`src/sv/ils_pkg.sv`:
```
`timescale 1ns / 1ps
// ----------------------------------------------------------------------------
// ils_pkg
// shared types and constants of the indexed list shift store
// ----------------------------------------------------------------------------
package ils_pkg;

  localparam int unsigned Capacity = 256;
  localparam int unsigned AddrW    = $clog2(Capacity);
  localparam int unsigned CountW   = $clog2(Capacity + 1);
  localparam int unsigned PosW     = 8;
  localparam int unsigned DataW    = 32;

  typedef enum logic [2:0] {
    OP_GET    = 3'd0,
    OP_SET    = 3'd1,
    OP_APPEND = 3'd2,
    OP_INSERT = 3'd3,
    OP_REMOVE = 3'd4
  } op_e;

  typedef enum logic [1:0] {
    ST_OK    = 2'd0,
    ST_RANGE = 2'd1,
    ST_FULL  = 2'd2
  } status_e;

  // one port of the entry store: one write and one read address per cycle
  typedef struct packed {
    logic             we;
    logic [AddrW-1:0] waddr;
    logic [DataW-1:0] wdata;
    logic [AddrW-1:0] raddr;
  } mem_req_t;

  // finished result of one request
  typedef struct packed {
    logic [DataW-1:0]  read_value;
    status_e           status;
    logic [CountW-1:0] item_count;
  } result_t;

endpackage

```
`src/sv/ils_ctrl.sv`:
```
`timescale 1ns / 1ps
// ----------------------------------------------------------------------------
// ils_ctrl
// request sequencer: range checks, count, and entry shifting over the store
// ----------------------------------------------------------------------------
module ils_ctrl (
  input  logic                           clk_i,
  input  logic                           rst_ni,
  input  logic                           req_valid_i,
  output logic                           req_ready_o,
  input  logic [2:0]                     req_type_i,
  input  logic [ils_pkg::PosW-1:0]       position_i,
  input  logic [ils_pkg::DataW-1:0]      new_value_i,
  output ils_pkg::mem_req_t              mem_req_o,
  input  logic [ils_pkg::DataW-1:0]      rdata_i,
  output logic                           res_valid_o,
  input  logic                           res_ready_i,
  output ils_pkg::result_t               res_o
);

  localparam int unsigned AW = ils_pkg::AddrW;
  localparam int unsigned CW = ils_pkg::CountW;

  typedef enum logic [2:0] {
    S_IDLE,
    S_EXEC,
    S_GET_WAIT,
    S_INS_SHIFT,
    S_INS_FILL,
    S_REM_READ,
    S_REM_SHIFT,
    S_DONE
  } state_e;

  state_e                    state_q, state_d;
  logic [2:0]                op_q, op_d;
  logic [ils_pkg::PosW-1:0]  pos_q, pos_d;
  logic [ils_pkg::DataW-1:0] val_q, val_d;
  logic [CW-1:0]             ptr_q, ptr_d;
  logic [CW-1:0]             count_q, count_d;
  ils_pkg::result_t          res_q, res_d;

  logic [CW-1:0] pos_ext, pos_p1, cnt_m1, ptr_m1, ptr_m2, ptr_p1, ptr_p2;
  logic          in_range, full;
  logic          fin;
  logic [ils_pkg::DataW-1:0] fin_rd;
  ils_pkg::status_e          fin_st;

  assign pos_ext  = CW'(pos_q);
  assign pos_p1   = pos_ext + CW'(1);
  assign cnt_m1   = count_q - CW'(1);
  assign ptr_m1   = ptr_q - CW'(1);
  assign ptr_m2   = ptr_q - CW'(2);
  assign ptr_p1   = ptr_q + CW'(1);
  assign ptr_p2   = ptr_q + CW'(2);
  assign in_range = pos_ext < count_q;
  assign full     = count_q == CW'(ils_pkg::Capacity);

  always_comb begin
    state_d   = state_q;
    op_d      = op_q;
    pos_d     = pos_q;
    val_d     = val_q;
    ptr_d     = ptr_q;
    count_d   = count_q;
    res_d     = res_q;
    mem_req_o = '0;
    fin       = 1'b0;
    fin_rd    = '0;
    fin_st    = ils_pkg::ST_OK;

    case (state_q)
      S_IDLE: begin
        if (req_valid_i) begin
          op_d    = req_type_i;
          pos_d   = position_i;
          val_d   = new_value_i;
          state_d = S_EXEC;
        end
      end

      S_EXEC: begin
        case (op_q)
          ils_pkg::OP_GET: begin
            if (in_range) begin
              mem_req_o.raddr = pos_ext[AW-1:0];
              state_d         = S_GET_WAIT;
            end else begin
              fin    = 1'b1;
              fin_st = ils_pkg::ST_RANGE;
            end
          end
          ils_pkg::OP_SET: begin
            fin = 1'b1;
            if (in_range) begin
              mem_req_o.we    = 1'b1;
              mem_req_o.waddr = pos_ext[AW-1:0];
              mem_req_o.wdata = val_q;
            end else begin
              fin_st = ils_pkg::ST_RANGE;
            end
          end
          ils_pkg::OP_APPEND: begin
            fin = 1'b1;
            if (full) begin
              fin_st = ils_pkg::ST_FULL;
            end else begin
              mem_req_o.we    = 1'b1;
              mem_req_o.waddr = count_q[AW-1:0];
              mem_req_o.wdata = val_q;
              count_d         = count_q + CW'(1);
            end
          end
          ils_pkg::OP_INSERT: begin
            if (!in_range) begin
              fin    = 1'b1;
              fin_st = ils_pkg::ST_RANGE;
            end else if (full) begin
              fin    = 1'b1;
              fin_st = ils_pkg::ST_FULL;
            end else begin
              // walk down from the tail, one entry moved up per cycle
              mem_req_o.raddr = cnt_m1[AW-1:0];
              ptr_d           = count_q;
              state_d         = S_INS_SHIFT;
            end
          end
          ils_pkg::OP_REMOVE: begin
            if (in_range) begin
              mem_req_o.raddr = pos_ext[AW-1:0];
              state_d         = S_REM_READ;
            end else begin
              fin    = 1'b1;
              fin_st = ils_pkg::ST_RANGE;
            end
          end
          default: begin
            fin = 1'b1;
          end
        endcase
      end

      S_GET_WAIT: begin
        fin    = 1'b1;
        fin_rd = rdata_i;
      end

      S_INS_SHIFT: begin
        mem_req_o.we    = 1'b1;
        mem_req_o.waddr = ptr_q[AW-1:0];
        mem_req_o.wdata = rdata_i;
        if (ptr_q == pos_p1) begin
          state_d = S_INS_FILL;
        end else begin
          mem_req_o.raddr = ptr_m2[AW-1:0];
          ptr_d           = ptr_m1;
        end
      end

      S_INS_FILL: begin
        mem_req_o.we    = 1'b1;
        mem_req_o.waddr = pos_ext[AW-1:0];
        mem_req_o.wdata = val_q;
        count_d         = count_q + CW'(1);
        fin             = 1'b1;
      end

      S_REM_READ: begin
        // removed entry kept in the value register until the shift ends
        val_d = rdata_i;
        if (pos_p1 >= count_q) begin
          count_d = cnt_m1;
          fin     = 1'b1;
          fin_rd  = rdata_i;
        end else begin
          mem_req_o.raddr = pos_p1[AW-1:0];
          ptr_d           = pos_ext;
          state_d         = S_REM_SHIFT;
        end
      end

      S_REM_SHIFT: begin
        mem_req_o.we    = 1'b1;
        mem_req_o.waddr = ptr_q[AW-1:0];
        mem_req_o.wdata = rdata_i;
        if (ptr_p2 >= count_q) begin
          count_d = cnt_m1;
          fin     = 1'b1;
          fin_rd  = val_q;
        end else begin
          mem_req_o.raddr = ptr_p2[AW-1:0];
          ptr_d           = ptr_p1;
        end
      end

      S_DONE: begin
        if (res_ready_i) begin
          state_d = S_IDLE;
        end
      end

      default: begin
        state_d = S_IDLE;
      end
    endcase

    if (fin) begin
      res_d.read_value = fin_rd;
      res_d.status     = fin_st;
      res_d.item_count = count_d;
      state_d          = S_DONE;
    end
  end

  always_ff @(posedge clk_i or negedge rst_ni) begin
    if (!rst_ni) begin
      state_q <= S_IDLE;
      count_q <= '0;
      op_q    <= '0;
      pos_q   <= '0;
      val_q   <= '0;
      ptr_q   <= '0;
      res_q   <= '0;
    end else begin
      state_q <= state_d;
      count_q <= count_d;
      op_q    <= op_d;
      pos_q   <= pos_d;
      val_q   <= val_d;
      ptr_q   <= ptr_d;
      res_q   <= res_d;
    end
  end

  assign req_ready_o = state_q == S_IDLE;
  assign res_valid_o = state_q == S_DONE;
  assign res_o       = res_q;

endmodule

```
`config.mk`:
```
export PLATFORM = sky130hd
export DESIGN_NAME = ils_ctrl
export DESIGN_NICKNAME = d
export VERILOG_FILES = /design/src/sv/ils_pkg.sv /design/src/sv/ils_ctrl.sv
export SDC_FILE = /design/constraint.sdc
export NUM_CORES = 1
export LEC_CHECK = 0
export ABC_AREA = 1
export BUFFER_PORTS_ARGS = -buffer_cell sky130_fd_sc_hd__clkbuf_2
export CAP_MARGIN = 0
export CORE_AREA = 5 5 129 131
export CTS_CLUSTER_DIAMETER = 30
export DETAILED_ROUTE_END_ITERATION = 6
export DIE_AREA = 0 0 134 136
export PLACE_DENSITY = 0.8
export REMOVE_ABC_BUFFERS = 1
export SETUP_SLACK_MARGIN = 0.15
export SLEW_MARGIN = 10
export SYNTH_ARGS = -nofsm -noshare
export SYNTH_HDL_FRONTEND = slang
export SYNTH_SLANG_ARGS = --single-unit
```
`constraint.sdc`:
```
create_clock -name clk_i -period 7.2 [get_ports clk_i]
set_input_delay 1.08 -clock clk_i [delete_from_list [all_inputs] [get_ports clk_i]]
set_output_delay 1.08 -clock clk_i [all_outputs]
set_load 0.005 [all_outputs]
```
=== Word-level counts from Yosys, hierarchy flattened ===
Index checks and enable logic that the tools add are counted.

* Reduce and logical (&&, ||, !) cells: 13
* Mux-type cells: 52
* Magnitude comparators: 3
* Equality and inequality tests: 29
* Add/subtract/negate cells: 7

{| class="wikitable"
|+ Operators with widths
! operator !! number
|-
| 41-bit one-hot mux with 3 select lines || 1
|-
| 32-bit two-way mux || 3
|-
| 32-bit one-hot mux with 3 select lines || 1
|-
| 9-bit two-way mux || 10
|-
| 41-bit two-way mux || 2
|-
| 41-bit one-hot mux with 2 select lines || 1
|-
| 9-bit one-hot mux with 4 select lines || 2
|-
| 32-bit one-hot mux with 2 select lines || 1
|-
| 8-bit two-way mux || 6
|-
| 8-bit one-hot mux with 4 select lines || 1
|-
| 3-bit two-way mux || 9
|-
| 9-bit by 1-bit adder with 9-bit output, second input constant || 2
|-
| 9-bit >= comparator || 2
|-
| 9-bit by 1-bit subtractor with 9-bit output, second input constant || 2
|-
| 4-bit inequality test, second input constant || 4
|-
| 8-bit one-hot mux with 2 select lines || 1
|-
| 3-bit equality test, second input constant || 5
|-
| 3-bit one-hot mux with 5 select lines || 1
|-
| 3-bit by 2-bit equality test with 1-bit output, second input constant || 4
|-
| 2-bit inequality test, second input constant || 6
|-
| 10-bit AND reduction || 1
|-
| 8-bit by 1-bit adder with 9-bit output, second input constant || 1
|-
| 9-bit by 2-bit adder with 9-bit output, second input constant || 1
|-
| 9-bit equality test || 1
|-
| other kinds (23) || 36
|}

* Output and inout bits: 94
* Bits of input ports: 79
* Register bits after elaboration: 107

=== Depth between registers and ports, before layout ===
Gate-level depths: netlist (run 1).

* Depth after elaboration: 7
* Depth in mapped cells: 21

=== Worst setup path after synthesis (run 1) ===
No wires, ideal clock.

* Path type: flip-flop to output port
* From: reg ptr_q[3]
* To: out mem_req_o[6] in the netlist's numbering
* Arrival: 2398 ps
* Path slack: 3722 ps
* Stages on the path, launching flop included: 17
* Data required time: 6120 ps
* Path buffers: 1
* Path through: dfrtp_1 > buf_2 > nand2_1 > nor2_1 > nand3_1 > nor3_1 > xor2_1 > inv_1 > ha_1 > nand2_1 > nor2_1 > nand3_1 > and2_1 > nand3_1 > o22ai_1 > a21oi_1 > o21ai_0

{| class="wikitable"
|+ RTL lines
! element !! line !! text
|-
| start: declaration || ils_ctrl.sv:39 || <nowiki>logic [CW-1:0] ptr_q, ptr_d;</nowiki>
|-
| start signal: assignment || ils_ctrl.sv:230 || <nowiki>ptr_q <= ptr_d;</nowiki>
|-
| end: declaration || ils_ctrl.sv:14 || <nowiki>output ils_pkg::mem_req_t mem_req_o,</nowiki>
|}

==> summary.md, run 1 <==
| Metric | Value |
|---|---|
| Status | complete, but fails checks |
| Violations in the final reports | DRC |
| Total GRT Usage | 0.290 |
| Crit path capture | mem_req_o[2] |
| Mapped Avg Cell Area | 7.19 um^2 |
| Fmax | 197 MHz |
| Clock-pin slew on the worst setup and hold paths | 0.07 ns |
| Peak VDD IR | 0.333 mV |
| Cts hold-fix bufs | 0 |
| Post-CTS setup buffer count | 0 |
| Sequential Area | about 0.0027 mm^2 |
| Min Tclk post-route | 5.09 ns |
| DIE HEIGHT | around 140 um |
| Initial antenna violation count | 0 |
| Post-CTS sizing | 0 |
| Post-synthesis xor/xnor area fraction | 0.0220 |
| Net Sw Frac | 0.545 |
| H-tree levels | 3 |
| Worst min path class | register to register |
| Required @ worst endpoint | around 6.1 ns |
| Share of post-route cells with drive strength above 1 | 0.196 |
| Busiest metal layer after global routing | met2 |
| Vias in the first global route | 8323 |
| PortBufs | 172 |
| Met2 usage | 0.490 |
| Worst-skew pair later-pin latency | roughly 0.36 ns |
| TritonCTS clock tree | done |
| Net Sw Power | 2.63 mW |
| Yosys top cell area share | 0.320 |
| Flop pwr share | 0.244 |
| Seq/Total Area, Yosys | 0.320 |
| Root buf cell | clkbuf_16 |
| First-pass GRT wire length | 42.5 mm |
| Slew @ Worst Pin | 0.934 ns |
| CP Capture Type | primary output |
| Core Area | 0.0155 mm^2 |
| Drt total wl | around 26 mm |
| Setup TNS | 0 ns |
| DRC | 5 |
| Die width | roughly 130 um |
| Area growth, synth to finish | 12.0% |
| Most frequent cells in the layout | nand2_1, clkbuf_2, inv_1 |
| Number of inserted diodes | 0 |
| CTS Buf Count | 9 |
| Pwr/cell area | 515 mW/mm^2 |
| Period utilization | 0.706 |
| R2R setup slack | 2.79 ns |
| Synth area leaders | dfrtp_1, nand2_1, inv_1, ha_1, o211ai_1 |
| Routed vias | 8652 |
| Placed insts | approximately 1500 |
| Clk buf depth | 2 |
| Mux cell area share after synthesis | 0 |
| Finished Layout Cells | 1486 |
| Rel. slew slack | 0.372 |
| GRT met3 Usage | 0.0411 |
| Reg-to-Reg End | res_o[42]$_DFFE_PN0P_ |
| Dpl hpwl | 19.1 mm |
| Initial Util | 0.540 |
| Clock skew | 0.00763 ns |
| Final ANT Viol Nets | 0 |
| Synthesized area | around 0.0084 mm^2 |
| Setup violators final | 0 |
| Netlist cell types | 50 |
| GP Congestion | 0.985 |
| Commonest non-fill, non-tap cell in the layout | nand2_1 |
| Worst Setup SP | ptr_q[3]$_DFFE_PN0P_ |
| Crit path max-delay cell type | nor2_1 |
| Reg2reg start | ptr_q[3]$_DFFE_PN0P_ |
| # IOs | 173 |
| Int Pwr | 2.20 mW |
| Syn Inst Count | 1163 |
| Critical path cell sequence | nand2_1, nor2_1, nand3_1, nor3_1, xor2_1, inv_1, ha_1, nand2_1, nor2_1, nand3_1, nand3_2, nor2_1, nand2_1, o21ai_0, inv_1, o211ai_1, clkbuf_2 |
| Maximum fanout along the worst path | 13 |
| Area leader, netlist | dfrtp_1 |
| Adder-cell area share of the yosys netlist | 0.0637 |
| Drt first pass iters | 7 |
| Crit path kind | register to primary output |
| Vias/cell | 5.82 |
| Nets@finish | 1411 |
| Warnings from Yosys | 0 |
| Final Slew Violations | 0 |
| Fraction of the mapped netlist area in simple logic gates | 0.298 |
| GRT overflow | 0 |
| CP startpoint kind | register |
| Initial drt markers | 829 |
| Logic pwr share | 0.658 |
| Worst R2R Path Depth | 18 |
| Fill count | around 1500 |
| Largest family of logic cells by synthesized area | simple AND/OR/NAND/NOR gates |
| CTS sink cnt | 107 |
| RSZ-0062 raised after global routing | no |
| Complex-gate fraction of the synthesized area | 0.178 |
| WL/cell | 17.6 um |
| Multi-input combinational cell area | 0.00470 mm^2 |
| LEAKAGE | 4.85 nW |
| Synthesis-stage register bit count | 107 |
| CP Data Arrival Time | between 4 and 5 ns |
| Fin. Hold Viols | 0 |
| Met1 usage | 0.375 |
| Maxcap violations | 0 |
| Clock network power share | 0.099 |
| FP Rows | 46 |
| CP peak stage delay | 0.59 ns |
| Die ar. | 0.0182 mm^2 |
| Pin count of the biggest net entering global routing | 73 |
==> critical path, delay by kind of cell, from the launching register on <==
kind                     cells  cell delay (ns)
AND/OR/NAND/NOR             10             1.98
AO/OA/AOI/OAI                2             0.30
adder cells (fa/ha/maj)      1             0.28
buffers and inverters        3             0.31
XOR/XNOR                     1             0.19
flip-flops                   1             0.58
==> metrics by stage <==
step                      hold slack [ns]  cell area, um^2  utilization  worst slack (ns)  power [mW]
after floorplan                     0.464             7970            -              3.68        3.25
after global placement              0.462             9090        0.587              2.65        4.25
after detailed placement            0.466             9090        0.587              2.63        4.31
after CTS                           0.484             9370        0.605              2.25        4.80
after global routing                0.496             9370        0.605              1.95        5.27
final                               0.479             9370        0.605              2.11        4.83
==> cell usage after synthesis, drive strengths merged <==
cell     number
o211ai       63
xnor2         3
o31ai         1
inv         155
o2111ai       1
clkbuf       12
or2           3
a22oi        10
ha           41
o21a          3
nand3b        1
buf          47
a221oi        9
nor3         14
nand4        23
o221ai       10
fa            1
nor2         60
and2          2
o21bai        3
a21oi        28
o22ai        38
clkinv        1
dfrtp       107
o21ai        56
xor2         18
and3          1
nand2       365
nand3        87
==> metal layers <==
| metal | vias up | share of wire |
|---|---|---|
| met4 | 0 | 0.039 |
| li1 | 4124 | - |
| met5 | - | 0 |
| met1 | 4086 | 0.42 |
| met2 | 367 | 0.48 |
| met3 | 75 | 0.063 |
==> power groups by stage <==
stage,Combinational [mW],Clock (mW),Sequential (mW)
after floorplan,2.15,0,1.10
after global placement,3.08,0,1.17
after detailed placement,3.14,0,1.17
after CTS,3.16,0.484,1.16
after global routing,3.55,0.505,1.21
final,3.18,0.475,1.18
==> how the worst min path moves through the flow <==
stage | start | to | slack (ns) | cells after the start
5_1_grt | res_o[1]$_DFFE_PN0P_ | res_o[1]$_DFFE_PN0P_ | 0.50 | 2
6_report | res_o[4]$_DFFE_PN0P_ | res_o[4]$_DFFE_PN0P_ | 0.48 | 2
3_5_place_dp | res_o[3]$_DFFE_PN0P_ | res_o[3]$_DFFE_PN0P_ | 0.47 | 2
4_1_cts | res_o[3]$_DFFE_PN0P_ | res_o[3]$_DFFE_PN0P_ | 0.48 | 2
2_1_floorplan | ptr_q[8]$_DFFE_PN0P_ | ptr_q[8]$_DFFE_PN0P_ | 0.46 | 2
3_3_place_gp | res_o[4]$_DFFE_PN0P_ | res_o[4]$_DFFE_PN0P_ | 0.46 | 2
==> cells by family after synthesis <==
group / count (synthesis)
simple gates: 556
compound gates: 222
flops: 107
fa+ha+maj: 42
xor+xnor: 21
buf+inv: 215
==> area by class of cell <==
class,count,area share
Clock buffer,9,0.0240
Clock inverter,6,0.00521
Inverter,156,0.0631
Multi-Input combinational cell,841,0.502
Sequential cell,107,0.286
Tap cell,192,0.0257
Timing Repair Buffer,175,0.0946
==> registers in the layout, indices dropped and copies added, names as in the netlist <==
signal,cells
count_q,9
op_q,3
pos_q,8
ptr_q,9
res_o,43
state_q,3
val_q,32
Note: power is estimated with default switching activity, not from simulation.
==> inputs of run 2 (changes only) <==
--- a/config.mk
+++ b/config.mk
@@ -8,11 +8,11 @@
 export ABC_AREA = 1
 export BUFFER_PORTS_ARGS = -buffer_cell sky130_fd_sc_hd__clkbuf_2
 export CAP_MARGIN = 0
-export CORE_AREA = 5 5 129 131
+export CORE_AREA = 5 5 135 137
 export CTS_CLUSTER_DIAMETER = 30
 export DETAILED_ROUTE_END_ITERATION = 6
-export DIE_AREA = 0 0 134 136
-export PLACE_DENSITY = 0.8
+export DIE_AREA = 0 0 140 142
+export PLACE_DENSITY = 0.77
 export REMOVE_ABC_BUFFERS = 1
 export SETUP_SLACK_MARGIN = 0.15
 export SLEW_MARGIN = 10
==> constraint.sdc (replaced) <==
create_clock -name clk_i -period 4.1 [get_ports clk_i]
set_input_delay 0.615 -clock clk_i [delete_from_list [all_inputs] [get_ports clk_i]]
set_output_delay 0.615 -clock clk_i [all_outputs]
set_load 0.005 [all_outputs]
==> summary.md, run 2 (synthesis results as in run 1) <==
| Metric | Value |
|---|---|
| Dpl hpwl | 19.6 mm (was 19.1 mm) |
| PortBufs | 172 (unchanged) |
| Maximum fanout along the worst path | 5 (was 13) |
| Area growth, synth to finish | 15.6% (was 12.0%) |
| Initial drt markers | 799 (was 829) |
| Cts hold-fix bufs | 0 (unchanged) |
| DIE HEIGHT | 142 um (was 136 um) |
| Most common cell on crit path | nand3_1 |
| Share of post-route cells with drive strength above 1 | 0.220 (was 0.196) |
| Place WS | 0.438 ns (was 2.63 ns) |
| Total GRT Usage | 0.268 (was 0.290) |
| Fin util | 0.571 (was 0.605) |
| TritonCTS clock tree | done (unchanged) |
| Die ar. | 0.0199 mm^2 (was 0.0182 mm^2) |
| RSZ-0062 raised after global routing | no (unchanged) |
| Max reg flops | 43 (unchanged) |
| CP peak stage delay | 0.44 ns (was 0.59 ns) |
| Rel. slew slack | 0.367 (was 0.372) |
| Routed vias | 8656 (was 8652) |
| Crit path max-delay family | simple AND/OR/NAND/NOR gates (unchanged) |
| Reg-to-Reg End | res_o[16]$_DFFE_PN0P_ (was res_o[42]$_DFFE_PN0P_) |
| Clock skew | 0.0123 ns (was 0.00763 ns) |
| Core Area | 0.0169 mm^2 (was 0.0155 mm^2) |
| DRC | 0 (was 5) |
| Final ANT Viol Nets | 0 (unchanged) |
| Net Sw Frac | 0.538 (was 0.545) |
| Period utilization | 0.933 |
| Clock-pin slew on the worst setup and hold paths | 0.08 ns (was 0.07 ns) |
| CTS Buf Count | 9 (unchanged) |
| FP Rows | 48 (was 46) |
| Net Sw Power | 4.76 mW (was 2.63 mW) |
| Clk buf depth | 2 (unchanged) |
| Critical path cell sequence | clkinvlp_4, nor2_2, nand3_1, nor3_1, xor2_1, inv_1, ha_1, nand2_1, nor2_1, nand3_1, and2_1, nand3_4, o22ai_1, a21oi_1, o21ai_0, clkbuf_2 (was nand2_1, nor2_1, nand3_1, nor3_1, xor2_1, inv_1, ha_1, nand2_1, nor2_1, nand3_1, nand3_2, nor2_1, nand2_1, o21ai_0, inv_1, o211ai_1, clkbuf_2) |
| Slew @ Worst Pin | 0.950 ns (was 0.934 ns) |
| Crit path max-delay cell type | dfrtp_2 (was nor2_1) |
| CP bufs+invs | 3 (unchanged) |
| Int Pwr | 4.09 mW (was 2.20 mW) |
| Number of inserted diodes | 0 (unchanged) |
| WL/cell | 17.5 um (was 17.6 um) |
| # IOs | 173 (unchanged) |
| Pwr Total | 8.85 mW (was 4.83 mW) |
| Fin area | 0.00967 mm^2 (was 0.00937 mm^2) |
| Initial antenna violation count | 0 (unchanged) |
| First-pass GRT wire length | 43.0 mm (was 42.5 mm) |
| R2R setup slack | 0.52 ns (was 2.79 ns) |
| Fmax | between 200 and 300 MHz |
| Vias in the first global route | 8208 (was 8323) |
| Crit path kind | register to primary output (unchanged) |
| CP startpoint kind | register (unchanged) |
| Maxcap violations | 0 (unchanged) |
| Worst min path class | input pin to asynchronous set/reset pin (was register to register) |
| Commonest non-fill, non-tap cell in the layout | nand2_1 (unchanged) |
| CP Data Arrival Time | 3.21 ns (was 4.01 ns) |
| Logic pwr share | 0.675 (was 0.658) |
| Pwr/cell area | 916 mW/mm^2 (was 515 mW/mm^2) |
| Drt first pass iters | 5 (was 7) |
| Status | finished clean (was complete, but fails checks) |
| Setup TNS | 0 ns (unchanged) |
| Min Tclk post-route | ~3.8 ns |
| Root buf cell | clkbuf_16 (unchanged) |
| H-tree levels | 3 (unchanged) |
| LEAKAGE | 4.98 nW (was 4.85 nW) |
| Peak VDD IR | 0.359 mV (was 0.333 mV) |
| CP Capture Type | primary output (unchanged) |
| Pin count of the biggest net entering global routing | 73 (unchanged) |
| CP Depth | 16 (was 17) |
| Initial Util | 0.494 (was 0.540) |
| GRT overflow | 0 (unchanged) |
| Final Slew Violations | 0 (unchanged) |
| Vias/cell | 5.60 (was 5.82) |
| Required @ worst endpoint | 3.48 ns (was 6.12 ns) |
| GP Congestion | 0.984 (was 0.985) |
| Worst R2R Path Depth | 20 (was 18) |
| Fin. Hold Viols | 0 (unchanged) |
| Flop pwr share | 0.227 (was 0.244) |
| Most frequent cells in the layout | nand2_1, clkbuf_2, inv_1 (unchanged) |
| Worst-skew pair later-pin latency | 0.36 ns (about the same) |
| Clock network power share | 0.099 (about the same) |
| Nets@finish | 1438 (was 1411) |
| Reg2reg start | ptr_q[1]$_DFFE_PN0P_ (was ptr_q[3]$_DFFE_PN0P_) |
| Die width | 140 um (was 134 um) |
| Drt total wl | 27.1 mm (was 26.2 mm) |
| Final setup margin | 0.276 ns (was 2.11 ns) |
| CTS sink cnt | 107 (unchanged) |
| Placed Area | 0.00925 mm^2 (was 0.00909 mm^2) |
| Setup violators final | 0 (unchanged) |
-- run 2: cell count changes in the layout (fill, tap and decap cells not counted), sizes merged --
cell      previous run  this run
clkbuf             180       181
clkinvlp             2         1
clkinv               3         4
buf                  4        31
-- run 2: per-layer routing --
metal  wire length (um)  vias up  global-route usage
li1                   -     4199                   -
met1              11400     4043               0.348
met2              13100      354               0.456
met3               1660       60              0.0336
met4                985        0               0.114
met5                  0        -                   0
-- run 2: worst max path at each step --
stage | startpoint | to | slack (ns)
final | ptr_q[1]$_DFFE_PN0P_ | mem_req_o[6] | 0.28
after global routing | ptr_q[1]$_DFFE_PN0P_ | mem_req_o[6] | 0.14
after CTS | ptr_q[1]$_DFFE_PN0P_ | mem_req_o[6] | 0.18
after detailed placement | ptr_q[1]$_DFFE_PN0P_ | mem_req_o[2] | 0.44
after global placement | ptr_q[1]$_DFFE_PN0P_ | mem_req_o[2] | 0.54
after floorplan | ptr_q[1]$_DFFE_PN0P_ | res_o[11]$_DFFE_PN0P_ | 0.85
-- run 2: area by class of cell --
| class | count | area [um^2] |
|---|---|---|
| Sequential cell | 107 | 2680 |
| Timing Repair Buffer | 202 | 1090 |
| Fill cell | 1666 | 7270 |
| Clock inverter | 6 | 58.8 |
| Inverter | 156 | 597 |
| Tap cell | 225 | 282 |
| Clock buffer | 10 | 229 |
| Multi-Input combinational cell | 841 | 4730 |
-- run 2: timing repair --
action	CTS	global route
setup endpoints to repair	7	33
gates cloned	0	0
hold endpoints to repair	0	0
pin swaps	0	0
setup buffers	0	11
gates resized for setup	3	12
-- run 2: worst register-to-register path, cell delays in order (launching register included) --
cell and delay [ns]:
dfrtp_2 0.44, clkinvlp_4 0.16, nor2_2 0.16, nand3_1 0.13, nor3_1 0.21, xor2_1 0.16
inv_1 0.06, ha_1 0.29, nand2_1 0.10, nor2_1 0.07, nand3_1 0.15, nand3_4 0.11
buf_4 0.18, buf_4 0.14, nand2_2 0.07, nand2_1 0.06, nor2_2 0.13, nand2_2 0.20
inv_4 0.44, nand2_1 0.13, o211ai_1 0.11
-- run 2: per-stage QoR --
step           instances  hold slack (ns)
2_1_floorplan       1104            0.319
3_3_place_gp        1520            0.462
3_5_place_dp        1520            0.466
4_1_cts             1536            0.430
5_1_grt             1547            0.455
6_report            1547            0.374
-- run 2: power by group through the flow --
stage | Clock, mW | Combinational (mW) | Sequential [mW]
floorplan | 0 | 3.78 | 1.93
global placement | 0 | 5.64 | 1.99
detailed placement | 0 | 5.72 | 2.00
CTS | 0.882 | 5.76 | 1.98
global route | 0.931 | 6.66 | 2.06
finish | 0.872 | 5.97 | 2.01
==> inputs of run 3 (changes only) <==
--- a/config.mk
+++ b/config.mk
@@ -6,7 +6,7 @@
 export NUM_CORES = 1
 export LEC_CHECK = 0
 export ABC_AREA = 1
-export BUFFER_PORTS_ARGS = -buffer_cell sky130_fd_sc_hd__clkbuf_2
+export BUFFER_PORTS_ARGS = -buffer_cell sky130_fd_sc_hd__buf_4
 export CAP_MARGIN = 0
 export CORE_AREA = 5 5 135 137
 export CTS_CLUSTER_DIAMETER = 30
==> summary.md, run 3 (synthesis results as in run 1) <==
| Metric | Value |
|---|---|
| Setup violators final | 0 (unchanged) |
| Status | finished clean (unchanged) |
| Final setup margin | 0.269 ns (was 0.276 ns) |
| Drt first pass iters | 5 (unchanged) |
| Dpl hpwl | 20.2 mm (was 19.6 mm) |
| Worst R2R Path Depth | 18 (was 20) |
| Drt total wl | 27.8 mm (was 27.1 mm) |
| Most frequent cells in the layout | nand2_1, buf_4, inv_1 (was nand2_1, clkbuf_2, inv_1) |
| H-tree levels | 3 (unchanged) |
| GRT overflow | 0 (unchanged) |
| Routed vias | 8700 (was 8656) |
| # IOs | 173 (unchanged) |
| Rel. slew slack | 0.451 (was 0.367) |
| Final ANT Viol Nets | 0 (unchanged) |
| CTS sink cnt | 107 (unchanged) |
| CP Capture Type | primary output (unchanged) |
| Crit path kind | register to primary output (unchanged) |
| Worst-skew pair later-pin latency | 0.38 ns (was 0.36 ns) |
| Total GRT Usage | 0.274 (was 0.268) |
| Min Tclk post-route | 3.83 ns (was 3.82 ns) |
| LEAKAGE | 5.10 nW (was 4.98 nW) |
| Worst min path class | input pin to asynchronous set/reset pin (unchanged) |
| Fmax | 261 MHz (about the same) |
| Required @ worst endpoint | 3.48 ns (about the same) |
| Fin Hold WS | 0.338 ns (was 0.374 ns) |
| WL/cell | 18.0 um (was 17.5 um) |
| DIE HEIGHT | 142 um (unchanged) |
| Die width | 140 um (unchanged) |
| Final Slew Violations | 0 (unchanged) |
| Crit path max-delay cell type | dfrtp_2 (unchanged) |
| CP peak stage delay | 0.42 ns (was 0.44 ns) |
| Commonest non-fill, non-tap cell in the layout | nand2_1 (unchanged) |
| Share of post-route cells with drive strength above 1 | 0.222 (was 0.220) |
| Peak VDD IR | 0.478 mV (was 0.359 mV) |
| DRC | 0 (unchanged) |
| Period utilization | 0.934 (was 0.933) |
| GP Congestion | 1.02 (was 0.984) |
| Pwr Total | 9.16 mW (was 8.85 mW) |
| Initial Util | 0.494 (unchanged) |
| Die ar. | 0.0199 mm^2 (unchanged) |
| Max reg flops | 43 (unchanged) |
| Clock skew | 0.0194 ns (was 0.0123 ns) |
| Vias in the first global route | 8061 (was 8208) |
| Initial drt markers | 990 (was 799) |
| Area growth, synth to finish | 20.9% (was 15.6%) |
| FP Rows | 48 (unchanged) |
| Maximum fanout along the worst path | 5 (unchanged) |
| TritonCTS clock tree | done (unchanged) |
| Nets@finish | 1434 (was 1438) |
| Place WS | 0.479 ns (was 0.438 ns) |
| Pin count of the biggest net entering global routing | 62 (was 73) |
| Root buf cell | clkbuf_16 (unchanged) |
| Pwr/cell area | 906 mW/mm^2 (was 916 mW/mm^2) |
| Vias/cell | 5.64 (was 5.60) |
| CP startpoint kind | register (unchanged) |
| First-pass GRT wire length | 43.9 mm (was 43.0 mm) |
| Initial antenna violation count | 0 (unchanged) |
| Fin. Hold Viols | 0 (unchanged) |
| Clock-pin slew on the worst setup and hold paths | 0.08 ns (about the same) |
| Critical path cell sequence | clkinvlp_4, nor2_2, nand3_1, nor3_2, xor2_1, inv_1, ha_1, nand2_1, nor2_2, nand3_1, and2_1, nand3_2, nand2_1, nand2_1, nand3_1, buf_4 (was clkinvlp_4, nor2_2, nand3_1, nor3_1, xor2_1, inv_1, ha_1, nand2_1, nor2_1, nand3_1, and2_1, nand3_4, o22ai_1, a21oi_1, o21ai_0, clkbuf_2) |
| RSZ-0062 raised after global routing | no (unchanged) |
| Clk buf depth | 2 (unchanged) |
| Setup TNS | 0 ns (unchanged) |
| CTS Buf Count | 9 (unchanged) |
| Slew @ Worst Pin | 0.824 ns (was 0.950 ns) |
| Core Area | 0.0169 mm^2 (unchanged) |
| Maxcap violations | 0 (unchanged) |
| Cts hold-fix bufs | 0 (unchanged) |
| Number of inserted diodes | 0 (unchanged) |
| PortBufs | 172 (unchanged) |
| CP Data Arrival Time | 3.22 ns (was 3.21 ns) |
==> run 3: cell types whose count changed in the layout (fill, tap and decap cells not counted), sizes merged <==
cell / previous run / this run
buf: 31 / 198
clkbuf: 181 / 9
inv: 157 / 158
==> run 3: path summary, 6_finish.rpt <==
path / end / from / slack, ns
worst min register to register: res_o[4]$_DFFE_PN0P_ / res_o[4]$_DFFE_PN0P_ / 0.48
max in group asynchronous: res_o[25]$_DFFE_PN0P_ / rst_ni / 2.89
worst max register to register: res_o[35]$_DFFE_PN0P_ / ptr_q[1]$_DFFE_PN0P_ / 0.67
worst min-delay path: res_o[23]$_DFFE_PN0P_ / rst_ni / 0.34
min in group clk_i: pos_q[4]$_DFFE_PN0P_ / position_i[4] / 0.44
worst max-delay path: mem_req_o[0] / ptr_q[1]$_DFFE_PN0P_ / 0.27
==> run 3: power breakdown <==
part / switching (mW) / leakage, nW / internal [mW] / total, mW
clock: 0.497 / 0.154 / 0.447 / 0.944
sequential: 0.471 / 1.32 / 1.55 / 2.02
combinational: 3.88 / 3.62 / 2.31 / 6.19
==> run 3: area by class of cell <==
class | instances | area, um^2
flip-flops and latches | 107 | 2690
inverters | 156 | 594
multi-input cells | 841 | 4730
clock buffers | 9 | 225
repair buffers | 198 | 1500
clock inverters | 7 | 93.8
well taps | 225 | 282
fillers | 1592 | 6830
==> run 3: critical path: cells and delay by family, from the launching register on <==
family | cells | cell delay [ns]
xor+xnor | 1 | 0.19
simple gates | 11 | 1.57
fa+ha+maj | 1 | 0.29
buf+inv | 3 | 0.40
flops | 1 | 0.42
==> run 3: stage by stage <==
step / util / std cells / area [um^2]
6_report: 0.597 / 1543 / 10100
3_3_place_gp: 0.572 / 1520 / 9690
5_1_grt: 0.597 / 1543 / 10100
2_1_floorplan: - / 1104 / 7970
3_5_place_dp: 0.572 / 1520 / 9690
4_1_cts: 0.591 / 1536 / 10000
==> run 3: what timing repair did <==
item / in CTS / in global routing
setup endpoints to repair: 3 / 49
gates cloned: 0 / 0
endpoints found under the hold margin: 0 / 0
gates resized for setup: 1 / 15
pin swaps: 0 / 1
setup buffers: 0 / 7
==> run 3: routing by layer <==
layer  up-vias  GRT usage  share of wire
li1       4188          -              -
met1      4036      0.366           0.42
met2       382      0.446           0.47
met3        94     0.0363          0.065
met4         0      0.129          0.046
met5         -          0              0
